--- config.mk ---
export PLATFORM = sky130hd
export DESIGN_NAME = pqswm_back
export DESIGN_NICKNAME = d
export VERILOG_FILES = /design/src/rtl/pqswm_pkg.sv /design/src/rtl/pqswm_back.sv
export SDC_FILE = /design/constraint.sdc
export NUM_CORES = 1
export LEC_CHECK = 0
export BUFFER_PORTS_ARGS = -buffer_cell sky130_fd_sc_hd__buf_2
export CELL_PAD_IN_SITES_DETAIL_PLACEMENT = 1
export CELL_PAD_IN_SITES_GLOBAL_PLACEMENT = 2
export CORE_ASPECT_RATIO = 0.75
export CORE_UTILIZATION = 38
export DETAILED_ROUTE_END_ITERATION = 8
export PLACE_DENSITY_LB_ADDON = 0.1
export SLEW_MARGIN = 15
export SYNTH_ARGS = -nofsm -noshare
export SYNTH_HDL_FRONTEND = slang
export SYNTH_SLANG_ARGS = --single-unit
--- constraint.sdc ---
create_clock -name clock -period 7.36 [get_ports clock]
set_clock_uncertainty 0.2 [all_clocks]
set_input_delay 1.472 -clock clock [delete_from_list [all_inputs] [get_ports clock]]
set_output_delay 1.472 -clock clock [all_outputs]
set_load 0.01 [all_outputs]
--- src/rtl/pqswm_pkg.sv ---
package pqswm_pkg;

   localparam logic [2:0] MODE_QPSK  = 3'd2;
   localparam logic [2:0] MODE_8PSK  = 3'd3;
   localparam logic [2:0] MODE_16QAM = 3'd4;

   localparam logic [1:0] CSR_BITS_PER_SYMBOL    = 2'd0;
   localparam logic [1:0] CSR_SAMPLES_PER_SYMBOL = 2'd1;
   localparam logic [1:0] CSR_PHASE_STEP         = 2'd2;
   localparam logic [1:0] CSR_AMPLITUDE          = 2'd3;

   localparam int RADIUS_W = 15;
   localparam int COS_W    = 15;
   localparam int AMP_W    = 16;
   localparam int AMPR_W   = 31;
   localparam int PROD_W   = 46;
   localparam int MAG_W    = 18;

   localparam int OQ_DEPTH = 4;
   localparam int OQ_AW    = 2;

   localparam logic [30:0] HALF_PI_Q30 = 31'd1686629713;
   localparam logic [30:0] Q30_ONE     = 31'h4000_0000;

   typedef logic [RADIUS_W-1:0] radius_type;
   typedef logic [15:0] theta16_type;

   localparam radius_type RADIUS_PSK = 15'd23170;

   function automatic radius_type qam_radius(input logic [1:0] pt);
      radius_type r;
      case (pt)
         2'd0: r = 15'd5793;
         2'd1: r = 15'd12953;
         2'd2: r = 15'd12953;
         2'd3: r = 15'd17378;
         default: r = 15'd0;
      endcase
      return r;
   endfunction

   function automatic theta16_type qam_theta(input logic [1:0] pt);
      theta16_type t;
      case (pt)
         2'd0: t = 16'd8192;
         2'd1: t = 16'd3356;
         2'd2: t = 16'd13028;
         2'd3: t = 16'd8192;
         default: t = 16'd0;
      endcase
      return t;
   endfunction

   function automatic radius_type radius_of(input logic [2:0] mode, input logic [3:0] sym);
      radius_type r;
      case (mode)
         MODE_QPSK:  r = RADIUS_PSK;
         MODE_8PSK:  r = RADIUS_PSK;
         MODE_16QAM: r = qam_radius(sym[1:0]);
         default:    r = 15'd0;
      endcase
      return r;
   endfunction

   function automatic theta16_type theta16_of(input logic [2:0] mode, input logic [3:0] sym);
      theta16_type t;
      case (mode)
         MODE_QPSK:  t = 16'd24576 + {sym[1:0], 14'd0};
         MODE_8PSK:  t = 16'd8192 + {sym[2:0], 13'd0};
         MODE_16QAM: t = qam_theta(sym[1:0]) + {sym[3:2], 14'd0};
         default:    t = 16'd0;
      endcase
      return t;
   endfunction

   // (q * m) >> s gives q / d exactly for any 32-bit q, d = 132, 90, 56, 30, 12, 2
   function automatic logic [32:0] horner_recip(input logic [2:0] k);
      logic [32:0] m;
      case (k)
         3'd0: m = 33'd8329633544;
         3'd1: m = 33'd6108397933;
         3'd2: m = 33'd4908534053;
         3'd3: m = 33'd4581298450;
         3'd4: m = 33'd5726623062;
         3'd5: m = 33'd4294967296;
         default: m = 33'd0;
      endcase
      return m;
   endfunction

   function automatic logic [5:0] horner_shift(input logic [2:0] k);
      logic [5:0] s;
      case (k)
         3'd0: s = 6'd40;
         3'd1: s = 6'd39;
         3'd2: s = 6'd38;
         3'd3: s = 6'd37;
         3'd4: s = 6'd36;
         3'd5: s = 6'd33;
         default: s = 6'd0;
      endcase
      return s;
   endfunction

endpackage

--- src/rtl/pqswm_back.sv ---
module pqswm_back #(
   parameter int PHASE_BITS  = 12,
   parameter int SAMPLE_BITS = 16,
   parameter int MAX_SAMPLES = 64
) (
   input  logic                                  clock,
   input  logic                                  reset,
   input  logic                                  q_valid,
   output logic                                  q_pop,
   input  logic [pqswm_pkg::AMPR_W-1:0]          q_ampr,
   input  logic [PHASE_BITS-1:0]                 q_theta,
   input  logic [$clog2(MAX_SAMPLES+1)-1:0]      q_count,
   input  logic [PHASE_BITS-1:0]                 phase_step,
   output logic [PHASE_BITS-2:0]                 rd_addr,
   input  logic [pqswm_pkg::COS_W-1:0]           rd_data,
   output logic                                  out_empty,
   input  logic                                  out_pop,
   output logic signed [SAMPLE_BITS-1:0]         out_sample,
   output logic                                  out_last
);

   localparam int CNT_W = $clog2(MAX_SAMPLES + 1);
   localparam int AW    = PHASE_BITS - 1;
   localparam int MW    = pqswm_pkg::MAG_W;
   localparam int CW    = ((SAMPLE_BITS > MW) ? SAMPLE_BITS : MW) + 1;
   localparam int PW    = pqswm_pkg::PROD_W;
   localparam int QAW   = pqswm_pkg::OQ_AW;
   localparam logic [AW-1:0] QUARTER = AW'(1) << (PHASE_BITS - 2);
   localparam logic [CW-1:0] LIM     = CW'(1) << (SAMPLE_BITS - 1);
   localparam logic [QAW:0]  OQ_FULL = (QAW+1)'(pqswm_pkg::OQ_DEPTH);

   logic                          act_ff, act_in;
   logic [pqswm_pkg::AMPR_W-1:0]  ampr_ff;
   logic [PHASE_BITS-1:0]         theta_ff;
   logic [CNT_W-1:0]              cnt_ff;
   logic [CNT_W-1:0]              idx_ff, idx_in;
   logic [PHASE_BITS-1:0]         phase_ff, phase_in;

   logic                          v1_ff, neg1_ff, last1_ff;
   logic [pqswm_pkg::AMPR_W-1:0]  ampr1_ff;
   logic                          v2_ff, neg2_ff, last2_ff;
   logic [PW-1:0]                 prod2_ff;

   logic [SAMPLE_BITS-1:0]        os_ff [pqswm_pkg::OQ_DEPTH];
   logic                          ol_ff [pqswm_pkg::OQ_DEPTH];
   logic [QAW-1:0]                wp_ff, wp_in;
   logic [QAW-1:0]                rp_ff, rp_in;
   logic [QAW:0]                  oc_ff, oc_in;

   logic [PHASE_BITS-1:0] p;
   logic [1:0]            quad;
   logic [AW-1:0]         r;
   logic                  neg;
   logic [QAW:0]          pending;
   logic                  space;
   logic                  issue;
   logic                  issue_last;
   logic                  load;
   logic                  pop;
   logic [PW:0]           rsum;
   logic [CW-1:0]         mag;
   logic [CW-1:0]         clip;
   logic [CW-1:0]         sval;
   logic [SAMPLE_BITS-1:0] sample;

   always_comb begin
      p    = phase_ff + theta_ff;
      quad = p[PHASE_BITS-1 -: 2];
      r    = {1'b0, p[PHASE_BITS-3:0]};
      neg  = quad inside {2'd1, 2'd2};
      rd_addr = quad[0] ? (QUARTER - r) : r;

      pending    = oc_ff + {{QAW{1'b0}}, v1_ff} + {{QAW{1'b0}}, v2_ff};
      space      = pending < OQ_FULL;
      issue      = act_ff && space;
      issue_last = issue && ((idx_ff + CNT_W'(1)) == cnt_ff);
      load       = q_valid && (!act_ff || issue_last);
      q_pop      = load;

      act_in   = load ? 1'b1 : (issue_last ? 1'b0 : act_ff);
      idx_in   = load ? '0 : (issue ? idx_ff + CNT_W'(1) : idx_ff);
      phase_in = load ? '0 : (issue ? phase_ff + phase_step : phase_ff);

      rsum = {1'b0, prod2_ff} + ((PW+1)'(1) << 28);
      mag  = CW'(rsum[PW -: MW]);
      if (neg2_ff) begin
         clip = (mag > LIM) ? LIM : mag;
         sval = '0 - clip;
      end else begin
         clip = (mag > (LIM - CW'(1))) ? (LIM - CW'(1)) : mag;
         sval = clip;
      end
      sample = sval[SAMPLE_BITS-1:0];

      pop   = out_pop && (oc_ff != '0);
      wp_in = v2_ff ? wp_ff + QAW'(1) : wp_ff;
      rp_in = pop ? rp_ff + QAW'(1) : rp_ff;
      oc_in = oc_ff + {{QAW{1'b0}}, v2_ff} - {{QAW{1'b0}}, pop};
   end

   always_ff @(posedge clock) begin
      if (reset) begin
         act_ff <= 1'b0;
         idx_ff <= '0;
         phase_ff <= '0;
         v1_ff  <= 1'b0;
         v2_ff  <= 1'b0;
         wp_ff  <= '0;
         rp_ff  <= '0;
         oc_ff  <= '0;
      end else begin
         act_ff   <= act_in;
         idx_ff   <= idx_in;
         phase_ff <= phase_in;
         v1_ff    <= issue;
         v2_ff    <= v1_ff;
         wp_ff    <= wp_in;
         rp_ff    <= rp_in;
         oc_ff    <= oc_in;
      end
      if (load) begin
         ampr_ff  <= q_ampr;
         theta_ff <= q_theta;
         cnt_ff   <= q_count;
      end
      neg1_ff  <= neg;
      last1_ff <= issue_last;
      ampr1_ff <= ampr_ff;
      neg2_ff  <= neg1_ff;
      last2_ff <= last1_ff;
      prod2_ff <= PW'(ampr1_ff) * PW'(rd_data);
      if (v2_ff) begin
         os_ff[wp_ff] <= sample;
         ol_ff[wp_ff] <= last2_ff;
      end
   end

   assign out_empty  = oc_ff == '0;
   assign out_sample = os_ff[rp_ff];
   assign out_last   = ol_ff[rp_ff];

`ifndef SYNTHESIS
   a_oq_bound: assert property (@(posedge clock) disable iff (reset)
      oc_ff <= OQ_FULL)
      else $error("output queue over capacity");
   a_oq_room: assert property (@(posedge clock) disable iff (reset)
      v2_ff |-> (oc_ff < OQ_FULL))
      else $error("sample written into a full output queue");
   a_pipe_order: assert property (@(posedge clock) disable iff (reset)
      v2_ff |-> $past(v1_ff))
      else $error("multiply stage valid without a table read");
`endif

endmodule
==> impl_metrics.csv <==
group,metric,value,unit
die,initial_core_util,38.6,%
cells_and_area,layout_common_cells,"432 x inv_1, 377 x fa_1, 268 x and2_1, 242 x nand2_1, 140 x ha_1",
timing,rsz0062_at_grt,"false",
timing,finalHoldViolCount,0,
yosys,yosysUniqueCellTypes,81,
global_routing,antenna_found_initial,0,
clock_network,clock_sinks,202,
global_routing,grt_max_degree,53,
detailed_routing,num_vias,16200,
detailed_routing,drt-total-wl,64.3,mm
yosys,synth_nets,2879,
clock_network,clockBufferDepth,3,
cells_and_area,design_area,25900,um2
critical_path,critPathLaunch,"rd_data[0]",
timing,slew_viol_final,0,
critical_path,cp.required,7630,ps
cells_and_area,area_delta_synth_final,13.1,%
pwr,p_leak,12.0,nW
cells_and_area,fin_util,43.7,%
cells_and_area,layout.cells.non_filler,3236,
critical_path,arrival,7440,ps
critical_path,endpoint_kind,"flip-flop",
global_routing,grt_pass1_wl,104,mm
cells_and_area,multi_input_area,15800,um2
critical_path,cp_max_fo,18,
pwr,total_power,13.1,mW
detailed_routing,drtIter0Drc,647,
timing,max_slew_margin,31.6,%
placement,place_hpwl,53.0,mm
timing,holdWs,128,ps
critical_path,criticalPathCategory,"input port to flip-flop",
worst_hold_path,hold_path.class,"flip-flop to flip-flop",
cells_and_area,final_common_cell,"inv_1",
detailed_routing,drt-pass1-iter-count,5,
die,fp-row-count,77,
placement,place_ws,-529,ps
yosys,yosys_warnings,0,
global_routing,grt_pass1_vias,18500,
timing,setup_viol,0,
critical_path,r2r-start,"ampr1_ff[8]",
die,die_area,61200,um2
placement,place_area,25000,um2
run,max_cap_violations,0,
yosys,netlist_area,22900,um2
yosys,synthCells,2281,
die,die_w,285,um
yosys,ys_async_sr_fraction,0,%
pwr,vdd_drop_max,490,uV
clock_network,clk_pin_slew_worst_paths,60,ps
timing,timing.fmax,140,MHz
yosys,synth_edf_count,118,
yosys,ys.flop_type,"edfxtp_1",
timing,setup_slack,196,ps
die,die_h,215,um
cells_and_area,filler_cell_count,6667,
cells_and_area,antennaDiodeCount,0,
cells_and_area,nets,3027,
detailed_routing,routed_via_density,5.02,
clock_network,tritoncts,"yes",
cells_and_area,drive_above_1_share,13.1,%
yosys,seq_area_frac_synth,22.8,%
clock_network,cts_htree_levels,1,
clock_network,numCtsBuffers,24,
global_routing,grt_overflow,0,
clock_network,cts-root-buf,"clkbuf_16",
timing,fin_crit_sh,97.3,%
clock_network,clk_latency,570,ps
die,ios,111,
timing,fin_crit,7160,ps
timing,fin_setup_tns,0,ps
detailed_routing,wire_per_inst,19.9,um
placement,gp_congestion,0.819,
outcome,outcome,"complete, no violations",
yosys,synth_area_per_cell,10.0,um2
global_routing,grt_usage,21.8,%
cells_and_area,seqCellArea,5230,um2
timing,worstMarginPinSlew,1020,ps
placement,port_buffers,110,
detailed_routing,ant_nets,0,
placement,placed_cells,3192,
yosys,synth_seq_cells,202,
die,coreArea,59300,um2
detailed_routing,drcViolationCount,0,
worst_hold_path,hp-start,"neg1_ff",
pwr,power_density,508,nW/um2
critical_path,worstSetupStartpointType,"input port",
flip-flops by register name (all words and copies together), names as in the netlist, 4 cells and up, named ones only:
name      flops
ol_ff         4
theta_ff     12
os_ff        64
cnt_ff        7
ampr_ff      31
prod2_ff     18
ampr1_ff     31
idx_ff        7
phase_ff     12
worst max-delay path, stage by stage:
cell	delay, ps
clkbuf_4	240
and2_1	210
fa_1	500
inv_1	90
fa_1	510
inv_1	60
fa_1	490
inv_1	50
fa_1	480
inv_1	60
fa_1	500
fa_1	500
ha_1	330
a21o_1	160
a21o_1	210
a2111oi_4	350
buf_4	210
a211oi_2	110
or3_4	400
o41ai_4	340
xnor2_1	150
layout make-up:
cell class                 instances  area share (%)
clock buffer                      32            2.56
clock inverter                    11           0.440
inverter                         432            6.27
multi-input combinational       1545            60.9
sequential                       202            20.2
tap                              790            3.82
timing repair buffer             224            5.83
kinds of logic (layout without fill, tap and decap cells):
kind of cell | count (synthesis) | after routing | share of synthesized area, %
adders and majority gates | 517 | 517 | 40.6
DFF | 202 | 202 | 22.8
and+or+nand+nor | 719 | 719 | 16.5
buffers and inverters | 534 | 699 | 8.86
AOI/OAI and AO/OA | 206 | 206 | 6.14
muxes | 28 | 28 | 2.17
xor gates and xnor gates | 75 | 75 | 2.90
worst paths after layout:
path	end	slack, ps	cells after the start
hold reg to reg	neg2_ff	130	0
setup reg to reg	prod2_ff[41]	460	18
setup / recovery	prod2_ff[41]	200	21
hold / removal	neg2_ff	130	0
cells in the mapped netlist (18+ instances only):
library cell / n / area share (%)
dfxtp_1: 84 / 7.3
nor2_1: 60 / 0.98
inv_1: 432 / 7.1
edfxtp_1: 118 / 15
clkbuf_1: 89 / 1.5
and2_1: 270 / 7.4
o21ai_0: 37 / 0.81
xor2_1: 26 / 1.0
a21o_1: 20 / 0.66
a21oi_1: 48 / 1.0
nand4_1: 18 / 0.49
nor3_1: 41 / 0.90
nand2_1: 243 / 4.0
xnor2_1: 48 / 1.8
ha_1: 140 / 7.7
fa_1: 377 / 33
where the power goes:
group / switching (mW) / internal, mW / total [mW] / leakage [nW]
clock network: 0.506 / 0.700 / 1.21 / 0.376
logic: 5.58 / 4.65 / 10.2 / 9.79
registers: 0.207 / 1.50 / 1.71 / 1.79
routing by layer:
metal | vias up | wire length, um | GRT usage (%)
li1 | 7466 | - | -
met1 | 8413 | 32200 | 32.5
met2 | 299 | 27700 | 33.1
met3 | 54 | 3530 | 4.26
met4 | 0 | 906 | 3.48
met5 | - | 0 | 0
what timing repair did:
action	CTS	global route
setup endpoints to repair	0	16
hold buffers	0	0
gates resized for setup	0	38
setup buffers	0	1
(Power assumes the default switching activity.)
