==> src/rtl/pqswm_pkg.sv <==
package pqswm_pkg;

   localparam logic [2:0] MODE_QPSK  = 3'd2;
   localparam logic [2:0] MODE_8PSK  = 3'd3;
   localparam logic [2:0] MODE_16QAM = 3'd4;

   localparam logic [1:0] CSR_BITS_PER_SYMBOL    = 2'd0;
   localparam logic [1:0] CSR_SAMPLES_PER_SYMBOL = 2'd1;
   localparam logic [1:0] CSR_PHASE_STEP         = 2'd2;
   localparam logic [1:0] CSR_AMPLITUDE          = 2'd3;

   localparam int RADIUS_W = 15;
   localparam int COS_W    = 15;
   localparam int AMP_W    = 16;
   localparam int AMPR_W   = 31;
   localparam int PROD_W   = 46;
   localparam int MAG_W    = 18;

   localparam int OQ_DEPTH = 4;
   localparam int OQ_AW    = 2;

   localparam logic [30:0] HALF_PI_Q30 = 31'd1686629713;
   localparam logic [30:0] Q30_ONE     = 31'h4000_0000;

   typedef logic [RADIUS_W-1:0] radius_type;
   typedef logic [15:0] theta16_type;

   localparam radius_type RADIUS_PSK = 15'd23170;

   function automatic radius_type qam_radius(input logic [1:0] pt);
      radius_type r;
      case (pt)
         2'd0: r = 15'd5793;
         2'd1: r = 15'd12953;
         2'd2: r = 15'd12953;
         2'd3: r = 15'd17378;
         default: r = 15'd0;
      endcase
      return r;
   endfunction

   function automatic theta16_type qam_theta(input logic [1:0] pt);
      theta16_type t;
      case (pt)
         2'd0: t = 16'd8192;
         2'd1: t = 16'd3356;
         2'd2: t = 16'd13028;
         2'd3: t = 16'd8192;
         default: t = 16'd0;
      endcase
      return t;
   endfunction

   function automatic radius_type radius_of(input logic [2:0] mode, input logic [3:0] sym);
      radius_type r;
      case (mode)
         MODE_QPSK:  r = RADIUS_PSK;
         MODE_8PSK:  r = RADIUS_PSK;
         MODE_16QAM: r = qam_radius(sym[1:0]);
         default:    r = 15'd0;
      endcase
      return r;
   endfunction

   function automatic theta16_type theta16_of(input logic [2:0] mode, input logic [3:0] sym);
      theta16_type t;
      case (mode)
         MODE_QPSK:  t = 16'd24576 + {sym[1:0], 14'd0};
         MODE_8PSK:  t = 16'd8192 + {sym[2:0], 13'd0};
         MODE_16QAM: t = qam_theta(sym[1:0]) + {sym[3:2], 14'd0};
         default:    t = 16'd0;
      endcase
      return t;
   endfunction

   // (q * m) >> s gives q / d exactly for any 32-bit q, d = 132, 90, 56, 30, 12, 2
   function automatic logic [32:0] horner_recip(input logic [2:0] k);
      logic [32:0] m;
      case (k)
         3'd0: m = 33'd8329633544;
         3'd1: m = 33'd6108397933;
         3'd2: m = 33'd4908534053;
         3'd3: m = 33'd4581298450;
         3'd4: m = 33'd5726623062;
         3'd5: m = 33'd4294967296;
         default: m = 33'd0;
      endcase
      return m;
   endfunction

   function automatic logic [5:0] horner_shift(input logic [2:0] k);
      logic [5:0] s;
      case (k)
         3'd0: s = 6'd40;
         3'd1: s = 6'd39;
         3'd2: s = 6'd38;
         3'd3: s = 6'd37;
         3'd4: s = 6'd36;
         3'd5: s = 6'd33;
         default: s = 6'd0;
      endcase
      return s;
   endfunction

endpackage

==> src/rtl/pqswm_front.sv <==
module pqswm_front #(
   parameter int PHASE_BITS  = 12,
   parameter int MAX_SAMPLES = 64
) (
   input  logic                                  clock,
   input  logic                                  reset,
   input  logic                                  push,
   output logic                                  full,
   input  logic [3:0]                            symbol,
   input  logic [2:0]                            bits_per_symbol,
   input  logic [6:0]                            samples_per_symbol,
   input  logic [pqswm_pkg::AMP_W-1:0]           amplitude,
   output logic                                  q_valid,
   input  logic                                  q_pop,
   output logic [pqswm_pkg::AMPR_W-1:0]          q_ampr,
   output logic [PHASE_BITS-1:0]                 q_theta,
   output logic [$clog2(MAX_SAMPLES+1)-1:0]      q_count
);

   localparam int CNT_W = $clog2(MAX_SAMPLES + 1);
   localparam int CW    = (CNT_W > 7) ? CNT_W : 7;
   localparam int SH    = 16 - PHASE_BITS;
   localparam logic [16:0] HALF = 17'((1 << SH) >> 1);
   localparam logic [CW-1:0] MAX_X = CW'(MAX_SAMPLES);

   pqswm_pkg::radius_type  radius;
   pqswm_pkg::theta16_type theta16;
   logic [16:0]            tsum;
   logic [PHASE_BITS-1:0]  theta;
   logic [CW-1:0]          sps_x;
   logic [CNT_W-1:0]       count;

   logic                          fv_ff, fv_in;
   pqswm_pkg::radius_type         fr_ff;
   logic [PHASE_BITS-1:0]         ft_ff;
   logic [CNT_W-1:0]              fc_ff;

   logic [pqswm_pkg::AMPR_W-1:0]  qa_ff [2];
   logic [PHASE_BITS-1:0]         qt_ff [2];
   logic [CNT_W-1:0]              qc_ff [2];
   logic [1:0]                    qcnt_ff, qcnt_in;
   logic                          qwr_ff, qwr_in;
   logic                          qrd_ff, qrd_in;
   logic [pqswm_pkg::AMPR_W-1:0]  qa_in;

   logic move;
   logic take;
   logic pop;

   always_comb begin
      radius  = pqswm_pkg::radius_of(bits_per_symbol, symbol);
      theta16 = pqswm_pkg::theta16_of(bits_per_symbol, symbol);
      tsum    = 17'(theta16) + HALF;
      theta   = tsum[SH +: PHASE_BITS];
      sps_x   = CW'(samples_per_symbol);
      if (sps_x == '0) begin
         count = CNT_W'(1);
      end else if (sps_x > MAX_X) begin
         count = CNT_W'(MAX_SAMPLES);
      end else begin
         count = sps_x[CNT_W-1:0];
      end

      move  = fv_ff && (qcnt_ff != 2'd2);
      full  = fv_ff && !move;
      take  = push && !full;
      pop   = q_pop && (qcnt_ff != 2'd0);
      qa_in = pqswm_pkg::AMPR_W'(amplitude) * pqswm_pkg::AMPR_W'(fr_ff);

      fv_in   = take ? 1'b1 : (move ? 1'b0 : fv_ff);
      qcnt_in = qcnt_ff + {1'b0, move} - {1'b0, pop};
      qwr_in  = move ? !qwr_ff : qwr_ff;
      qrd_in  = pop ? !qrd_ff : qrd_ff;
   end

   always_ff @(posedge clock) begin
      if (reset) begin
         fv_ff   <= 1'b0;
         qcnt_ff <= 2'd0;
         qwr_ff  <= 1'b0;
         qrd_ff  <= 1'b0;
      end else begin
         fv_ff   <= fv_in;
         qcnt_ff <= qcnt_in;
         qwr_ff  <= qwr_in;
         qrd_ff  <= qrd_in;
      end
      if (take) begin
         fr_ff <= radius;
         ft_ff <= theta;
         fc_ff <= count;
      end
      if (move) begin
         qa_ff[qwr_ff] <= qa_in;
         qt_ff[qwr_ff] <= ft_ff;
         qc_ff[qwr_ff] <= fc_ff;
      end
   end

   assign q_valid = qcnt_ff != 2'd0;
   assign q_ampr  = qa_ff[qrd_ff];
   assign q_theta = qt_ff[qrd_ff];
   assign q_count = qc_ff[qrd_ff];

`ifndef SYNTHESIS
   a_queue_bound: assert property (@(posedge clock) disable iff (reset)
      qcnt_ff <= 2'd2)
      else $error("symbol queue over capacity");
`endif

endmodule

==> config.mk <==
export PLATFORM = sky130hd
export DESIGN_NAME = pqswm_front
export DESIGN_NICKNAME = d
export VERILOG_FILES = /design/src/rtl/pqswm_pkg.sv /design/src/rtl/pqswm_front.sv
export SDC_FILE = /design/constraint.sdc
export NUM_CORES = 1
export LEC_CHECK = 0
export BUFFER_PORTS_ARGS = -buffer_cell sky130_fd_sc_hd__buf_2
export CORE_ASPECT_RATIO = 0.5
export CORE_MARGIN = 10
export CORE_UTILIZATION = 30
export CTS_CLUSTER_SIZE = 8
export DETAILED_ROUTE_END_ITERATION = 10
export PLACE_DENSITY = 0.49
export RECOVER_POWER = 100
export SLEW_MARGIN = 20
export SYNTH_ARGS = -nofsm -noshare
export SYNTH_HDL_FRONTEND = slang
export SYNTH_SLANG_ARGS = --single-unit
==> constraint.sdc <==
create_clock -name clock -period 8.85 [get_ports clock]
set_input_delay 1.3275 -clock clock [delete_from_list [all_inputs] [get_ports clock]]
set_output_delay 1.3275 -clock clock [all_outputs]
set_load 0.02 [all_outputs]
==> results of run 1 <==
## Yosys cell counts, drive strengths merged (2+ instances only)
master  count  area [um2]
inv       212         796
fa        148        2960
ha        130        1630
edfxtp    110        3300
nand2      96         360
and2       84         526
mux2       44         495
clkbuf     42         158
xnor2      34         298
nor2       28         105
xor2       24         210
a21oi      22         114
a21o       18         135
and3       14        92.6
o21ai      14        70.1
nand3       9        45.0
nor2b       9        56.3
a31oi       7        43.8
buf         7        50.0
a31o        6        52.6
dfxtp       6         120
o21bai      6        45.0
nand4       5        31.3
and4        4        35.0
o211ai      4        35.0
a221oi      3        50.1
a311oi      3        26.3
nand2b      3        18.8
a211oi      2        15.0
a41oi       2        17.5
or2         2        12.5
## power by group
| group | internal (mW) | total (mW) | switching, mW | leakage [nW] |
|---|---|---|---|---|
| clock network | 0.415 | 0.663 | 0.248 | 0.276 |
| logic | 1.36 | 3.47 | 2.12 | 4.93 |
| registers | 0.990 | 1.04 | 0.0452 | 1.09 |
| total | 2.76 | 5.17 | 2.41 | 6.29 |
## cell type report
type,instances,area [um2],share of cell area
tap,530,663,0.0494
timing repair buffer,89,393,0.0293
clock inverter,15,158,0.0118
clock buffer,17,425,0.0317
inverter,212,796,0.0593
multi-input combinational,734,7560,0.563
sequential,116,3420,0.255
## through the flow
stage | util | power [mW] | hold slack, ps
after floorplan | - | 3.65 | 421
after global placement | 0.330 | 4.56 | 424
after detailed placement | 0.330 | 4.59 | 435
after CTS | 0.345 | 5.30 | 440
after global routing | 0.342 | 5.69 | 446
final | 0.342 | 5.17 | 442
## routing by layer
metal / track usage / vias to the layer above / share of wire
met5: 0 / - / 0
met4: 0.0183 / 0 / 0.0042
met3: 0.0140 / 7 / 0.024
met2: 0.204 / 89 / 0.49
met1: 0.167 / 3881 / 0.48
li1: - / 3690 / -
## registers in the layout, summed over array words and instances, names as in the netlist, named ones only
signal,cells
qa_ff,62
qc_ff,14
qt_ff,12
fr_ff,9
fc_ff,7
ft_ff,6
qcnt_ff,2
fv_ff,1
qrd_ff,1
qwr_ff,1
## critical path, cell delays in order
cell and delay [ps]:
clkbuf_1 480, nand2_1 210, xor2_1 220, ha_1 200, a41oi_1 370, fa_1 500, inv_1 90, fa_1 430
fa_1 410, fa_1 520, inv_1 50, fa_1 520, inv_1 40, ha_1 410, a21o_1 230, a211oi_1 240
o21bai_1 100, a221o_1 300, a21oi_1 280, o311ai_0 200, xor2_1 190
## worst max path at each step
stage                               to  slack (ps)  cells past startpoint
after floorplan           qa_ff[0][29]        1760                     22
after global placement    qa_ff[0][29]        1660                     21
after detailed placement  qa_ff[1][29]        1620                     20
after CTS                 qa_ff[1][29]        2060                     20
after global routing      qa_ff[1][29]        1300                     21
final                     qa_ff[1][29]        1620                     21
## cells by family after synthesis
| group | after synthesis |
|---|---|
| other cells | 1 |
| compound gates | 95 |
| fa+ha+maj | 278 |
| flops | 116 |
| mux | 44 |
| xor+xnor | 58 |
| simple gates | 258 |
| buf+inv | 261 |
## layout by cell type (no fill, tap or decap), types with 3 or more instances in the layout
cell | synthesis | routed
and4_1 | 4 | 4
and2_1 | 84 | 78
clkbuf_1 | 42 | 44
ha_1 | 130 | 130
nand4_1 | 5 | 5
fa_1 | 148 | 148
a21o_1 | 18 | 18
a31o_2 | 6 | 6
clkinvlp_4 | 0 | 4
a311oi_1 | 3 | 3
o211ai_1 | 3 | 4
xor2_1 | 24 | 24
nand2_1 | 96 | 96
dfxtp_1 | 6 | 5
clkbuf_16 | 0 | 17
and3_1 | 13 | 12
buf_2 | 1 | 44
a31oi_1 | 7 | 7
nand2b_1 | 3 | 3
o21ai_0 | 14 | 14
mux2_1 | 0 | 18
xnor2_1 | 34 | 34
a221oi_1 | 1 | 3
o21bai_1 | 6 | 6
nor2_1 | 28 | 27
nor2b_1 | 9 | 8
nand3_1 | 9 | 9
and2_0 | 0 | 6
a21oi_1 | 21 | 22
inv_1 | 212 | 212
clkinv_2 | 0 | 3
mux2_2 | 44 | 26
clkinv_4 | 0 | 4
edfxtp_1 | 110 | 110
==> results.md, run 1 <==
- Outcome: finished with violations
- Failing checks: capacitance limit, slew limit
- Largest family of logic cells by synthesized area: adder cells
- WP data arrival: 7350 ps
- Worst setup margin: 1620 ps
- Later-pin clock latency in the skew report: 400 ps
- Placed cells: 1681
- Initial DRC count: 424
- Synth Area in XOR/XNOR: 0.0423
- Post-CTS setup buffers: 0
- Final HPWL from detailed placement: 24.1 mm
- Final cell count without fillers: 1713
- Die width: 303 um
- Num CTS Buffers: 17
- Crit. Startpoint: amplitude[8]
- Post-Synth Simple-Gate Area: 0.109
- Multiplexer share of the synthesized area: 0.0412
- Fin crit period: 7230 ps
- CP required: 8980 ps
- CTS Buffer Depth: 2
- Final WL: 29.4 mm
- Post-synthesis cell type count: 50
- Worst Path Class, Setup: input pin to flip-flop
- Flop2flop setup slack: 2090 ps
- Synthesis-stage register bit count: 116
- Max-cap viol count: 3
- Hold crit path type: flip-flop to flip-flop
- Hold endpoint: qc_ff[1][1]
- Synth Area per Inst: 10.8 um2
- Max Clk Rate: 138 MHz
- Synth Flop Type: edfxtp_1
- Row cnt: 51
- Synth Area in Adders: 0.382
- Port Buffers: 84
- Starting Density: 0.306
- # clock sinks: 116
- Share of cells above drive strength 1: 0.0989
- Worst reg-to-reg path cell count: 20
- Via count: 7667
- PD cells: 385 mW/mm2
- Max-slew headroom: -0.815
- Overflow after GRT: 0
- Post-synth EDFFs: 110
- Slew Viols, Final: 135
- Worst-Margin Slew: 2720 ps
- Remaining DRCs: 0
- Lkg Pwr: 6.29 nW
- Final non-filler cell area: 0.0134 mm2
- CTS tree: yes
- Peak supply drop: 0.324 mV
- Antenna violations before repair: 1
- Clock slew seen by the registers of the worst setup and hold paths: 60 ps
- Yosys warns: 0
- Post-Syn Instances: 1111
- Layout fillers: 3976
- Reg2reg start: fr_ff[13]
- Part of the Yosys area used for sequential elements: 0.285
- Worst-case clock skew: 8.15 ps
- Fraction of registers with async set/reset: 0
- Min-Delay Startpoint: fc_ff[1]
- Tcrit/Tclk final: 0.816
- Drt wl/cell: 17.2 um
- Largest net degree at the start of global routing: 45
- Post-DRT Antenna Nets: 0
- Vias in the first global route: 8131
- GP Congestion: 0.803
- # diodes: 0
- Setup crit end kind: flip-flop
- Global-route wire length before repair: 46.4 mm
- Die Area: 0.0489 mm2
- Post-CTS Hold Buffers: 0
- Htree depth: 4
- Unrepaired setup endpoints after global routing: false
- Setup_tns: 0 ps
- Core Area: 0.0392 mm2
- Final hold vios: 0
- CP max FO: 14
- Nets: 1482
- Area delta synth->final: 11.7%
- Final setup viols: 0
- DP Area: 0.0129 mm2
- Pre-CTS WS: 1620 ps
- Post-synthesis compound-gate area fraction: 0.0563
- Drt pass-1 iters: 5
- Vias/cell: 4.48
- # resized after CTS: 0
- Mapped Area: 0.0120 mm2
- Top-level I/O count: 86
- Die Span Y: 162 um
- Root Driver: clkbuf_16
- R2R Path End: qa_ff[1][29]
- Startpoint Class: input pin
- GR Util All Layers: 0.121
- Syn Nets: 1423
- Hold depth: 0
Note: power is estimated with default switching activity, not from simulation.
==> inputs of run 2 (changes only) <==
clock period = 7.5 ns   (was 8.85 ns; I/O delays follow)
==> run 2 against run 1 <==
  * The flow still finishes with violations (capacitance limit, slew limit)
  * Worst hold slack lost 0.75 ps
  * Worst setup slack lost 940 ps
  * Wire length shrank 0.73%
  * Clock skew grew 1.8 ps
  * Design area shrank 0.13%
  * Count of clock-buffer cells in the layout is the same
  * Total power grew 18%
==> results.md, run 2 (synthesized netlist as in run 1, its figures left out) <==
- Startpoint Class: input pin
- PD cells: 456 mW/mm2 (+18%)
- DP Area: 0.0129 mm2 (about the same)
- Die Span Y: 162 um (unchanged)
- Nets: 1483 (+0.067%)
- Failing checks: capacitance limit, slew limit
- Drt wl/cell: 17.0 um (-0.79%)
- CP most frequent cell: ha_1
- CP bufs+invs: 3 (-1)
- CP required: 7630 ps (-1350 ps)
- Number of flip-flops in the largest register: 62 (unchanged)
- GR Util All Layers: 0.122 (+0.000717)
- Later-pin clock latency in the skew report: 400 ps (about the same)
- Num CTS Buffers: 17 (unchanged)
- Vias/cell: 4.49 (+0.28%)
- Row cnt: 51 (unchanged)
- Worst Path Class, Setup: input pin to flip-flop
- Most frequent cells in the layout: inv_1 (212), fa_1 (148), ha_1 (130)
- Max incr delay on CP: 640 ps (+120 ps)
- Port Buffers: 84 (unchanged)
- Global-route wire length before repair: 46.9 mm (+0.97%)
- Flop2flop setup slack: 810 ps (-1280 ps)
- Initial DRC count: 421 (-0.71%)
- Max-cap viol count: 3 (unchanged)
- CTS tree: yes
- Top-level I/O count: 86 (unchanged)
- WHS: 441 ps (-0.750 ps)
- Biggest regs: qa_ff x62, qc_ff x14, qt_ff x12
- Final WL: 29.2 mm (-0.73%)
- Peak supply drop: 0.433 mV (+34%)
- Antenna violations before repair: 1 (unchanged)
- Fin crit period: 6820 ps
- Largest net degree at the start of global routing: 45 (unchanged)
- Outcome: finished with violations
- Final HPWL from detailed placement: 24.0 mm (-0.41%)
- Crit path cell chain: clkbuf_1 > nand2_1 > xor2_1 > ha_1 > a31o_2 > fa_1 > ha_1 > ha_1 > inv_1 > fa_1 > fa_1 > inv_1 > ha_1 > a21o_1 > a221oi_1 > o211ai_1 > a221o_1 > a21oi_1 > o311ai_0 > xor2_1
- Die Area: 0.0489 mm2 (unchanged)
- CP max stage cell: a221oi_1
- Post-CTS setup buffers: 0 (unchanged)
- Final hold vios: 0 (unchanged)
- Remaining DRCs: 0 (unchanged)
- Die width: 303 um (unchanged)
- Final non-filler cell area: 0.0134 mm2 (-0.13%)
- # resized after CTS: 0 (unchanged)
- Root Driver: clkbuf_16
- Max Clk Rate: 147 MHz
- Overflow after GRT: 0 (unchanged)
- Via count: 7693 (+0.34%)
- Slew Viols, Final: 135 (unchanged)
- Post-CTS Hold Buffers: 0 (unchanged)
- CP max FO: 9 (-5)
- Area delta synth->final: 11.5%
- Final setup viols: 0 (unchanged)
- Share of cells above drive strength 1: 0.0980 (-0.000928)
- # clock sinks: 116 (unchanged)
- Largest Register: qa_ff
- PnR Total Power: 6.10 mW (+18%)
- Most common cell after layout, fill and taps aside: inv_1
- Post-DRT Antenna Nets: 0 (unchanged)
- Unrepaired setup endpoints after global routing: false
- Worst-Margin Slew: 2690 ps (-28.8 ps)
- Drt pass-1 iters: 5 (unchanged)
- Top delay family on crit path: adder cells
- Worst-case clock skew: 9.92 ps (+1.77 ps)
- Hold crit path type: flip-flop to flip-flop
- Vias in the first global route: 8303 (+2.1%)
- GP Congestion: 0.822 (+2.4%)
- Starting Density: 0.306 (unchanged)
- # diodes: 0 (unchanged)
- Setup crit end kind: flip-flop
- Max-slew headroom: -0.796 (+0.0192)
- WP data arrival: 6940 ps (-410 ps)
- Clock slew seen by the registers of the worst setup and hold paths: 60 ps (about the same)
- Htree depth: 4 (unchanged)
- CTS Buffer Depth: 2 (unchanged)
- Tcrit/Tclk final: 0.909
- Core Area: 0.0392 mm2 (unchanged)
- Lkg Pwr: 6.27 nW (-0.31%)
- Setup_tns: 0 ps (unchanged)
-- run 2: final timing paths --
kind / from / end / cells after the start
max reg2reg: fr_ff[5] / qa_ff[0][29] / 19
min reg2reg: fc_ff[5] / qc_ff[1][5] / 0
min: fc_ff[5] / qc_ff[1][5] / 0
max: amplitude[0] / qa_ff[0][29] / 20
-- run 2: metal layers --
layer / routed length, um / up-vias / track usage / part of all wire
met2: 14300 / 90 / 0.203 / 0.49
li1: - / 3685 / - / -
met5: 0 / - / 0 / 0
met3: 568 / 12 / 0.00881 / 0.019
met4: 152 / 0 / 0.0214 / 0.0052
met1: 14200 / 3906 / 0.172 / 0.49
-- run 2: report_power, final --
part           internal (mW)  leakage (nW)  switching (mW)
logic                   1.61          4.92            2.53
clock network          0.456         0.259           0.290
registers               1.17          1.09          0.0508
-- run 2: stage by stage --
| step | cells | setup slack, ps | utilization |
|---|---|---|---|
| floorplan | 1111 | 610 | - |
| global placement | 1682 | 516 | 0.330 |
| detailed placement | 1682 | 467 | 0.330 |
| CTS | 1714 | 881 | 0.344 |
| global route | 1714 | 326 | 0.341 |
| finish | 1714 | 684 | 0.341 |
-- run 2: area by class of cell --
type / count / area (um2)
clock buffers: 17 / 425
repair buffers: 90 / 398
multi-input cells: 734 / 7560
well taps: 530 / 663
fillers: 3947 / 25800
clock inverters: 15 / 134
inverters: 212 / 796
flip-flops and latches: 116 / 3420
-- run 2: worst reg2reg max path, stage by stage (launching register included) --
cell	delay [ps]
edfxtp_1	930
nand2_1	180
xor2_1	190
ha_1	200
a31o_2	220
fa_1	420
ha_1	310
ha_1	290
inv_1	50
fa_1	500
fa_1	550
inv_1	40
ha_1	360
a21o_1	200
a221oi_1	640
o211ai_1	280
a221o_1	410
a21oi_1	280
o311ai_0	200
xor2_1	190
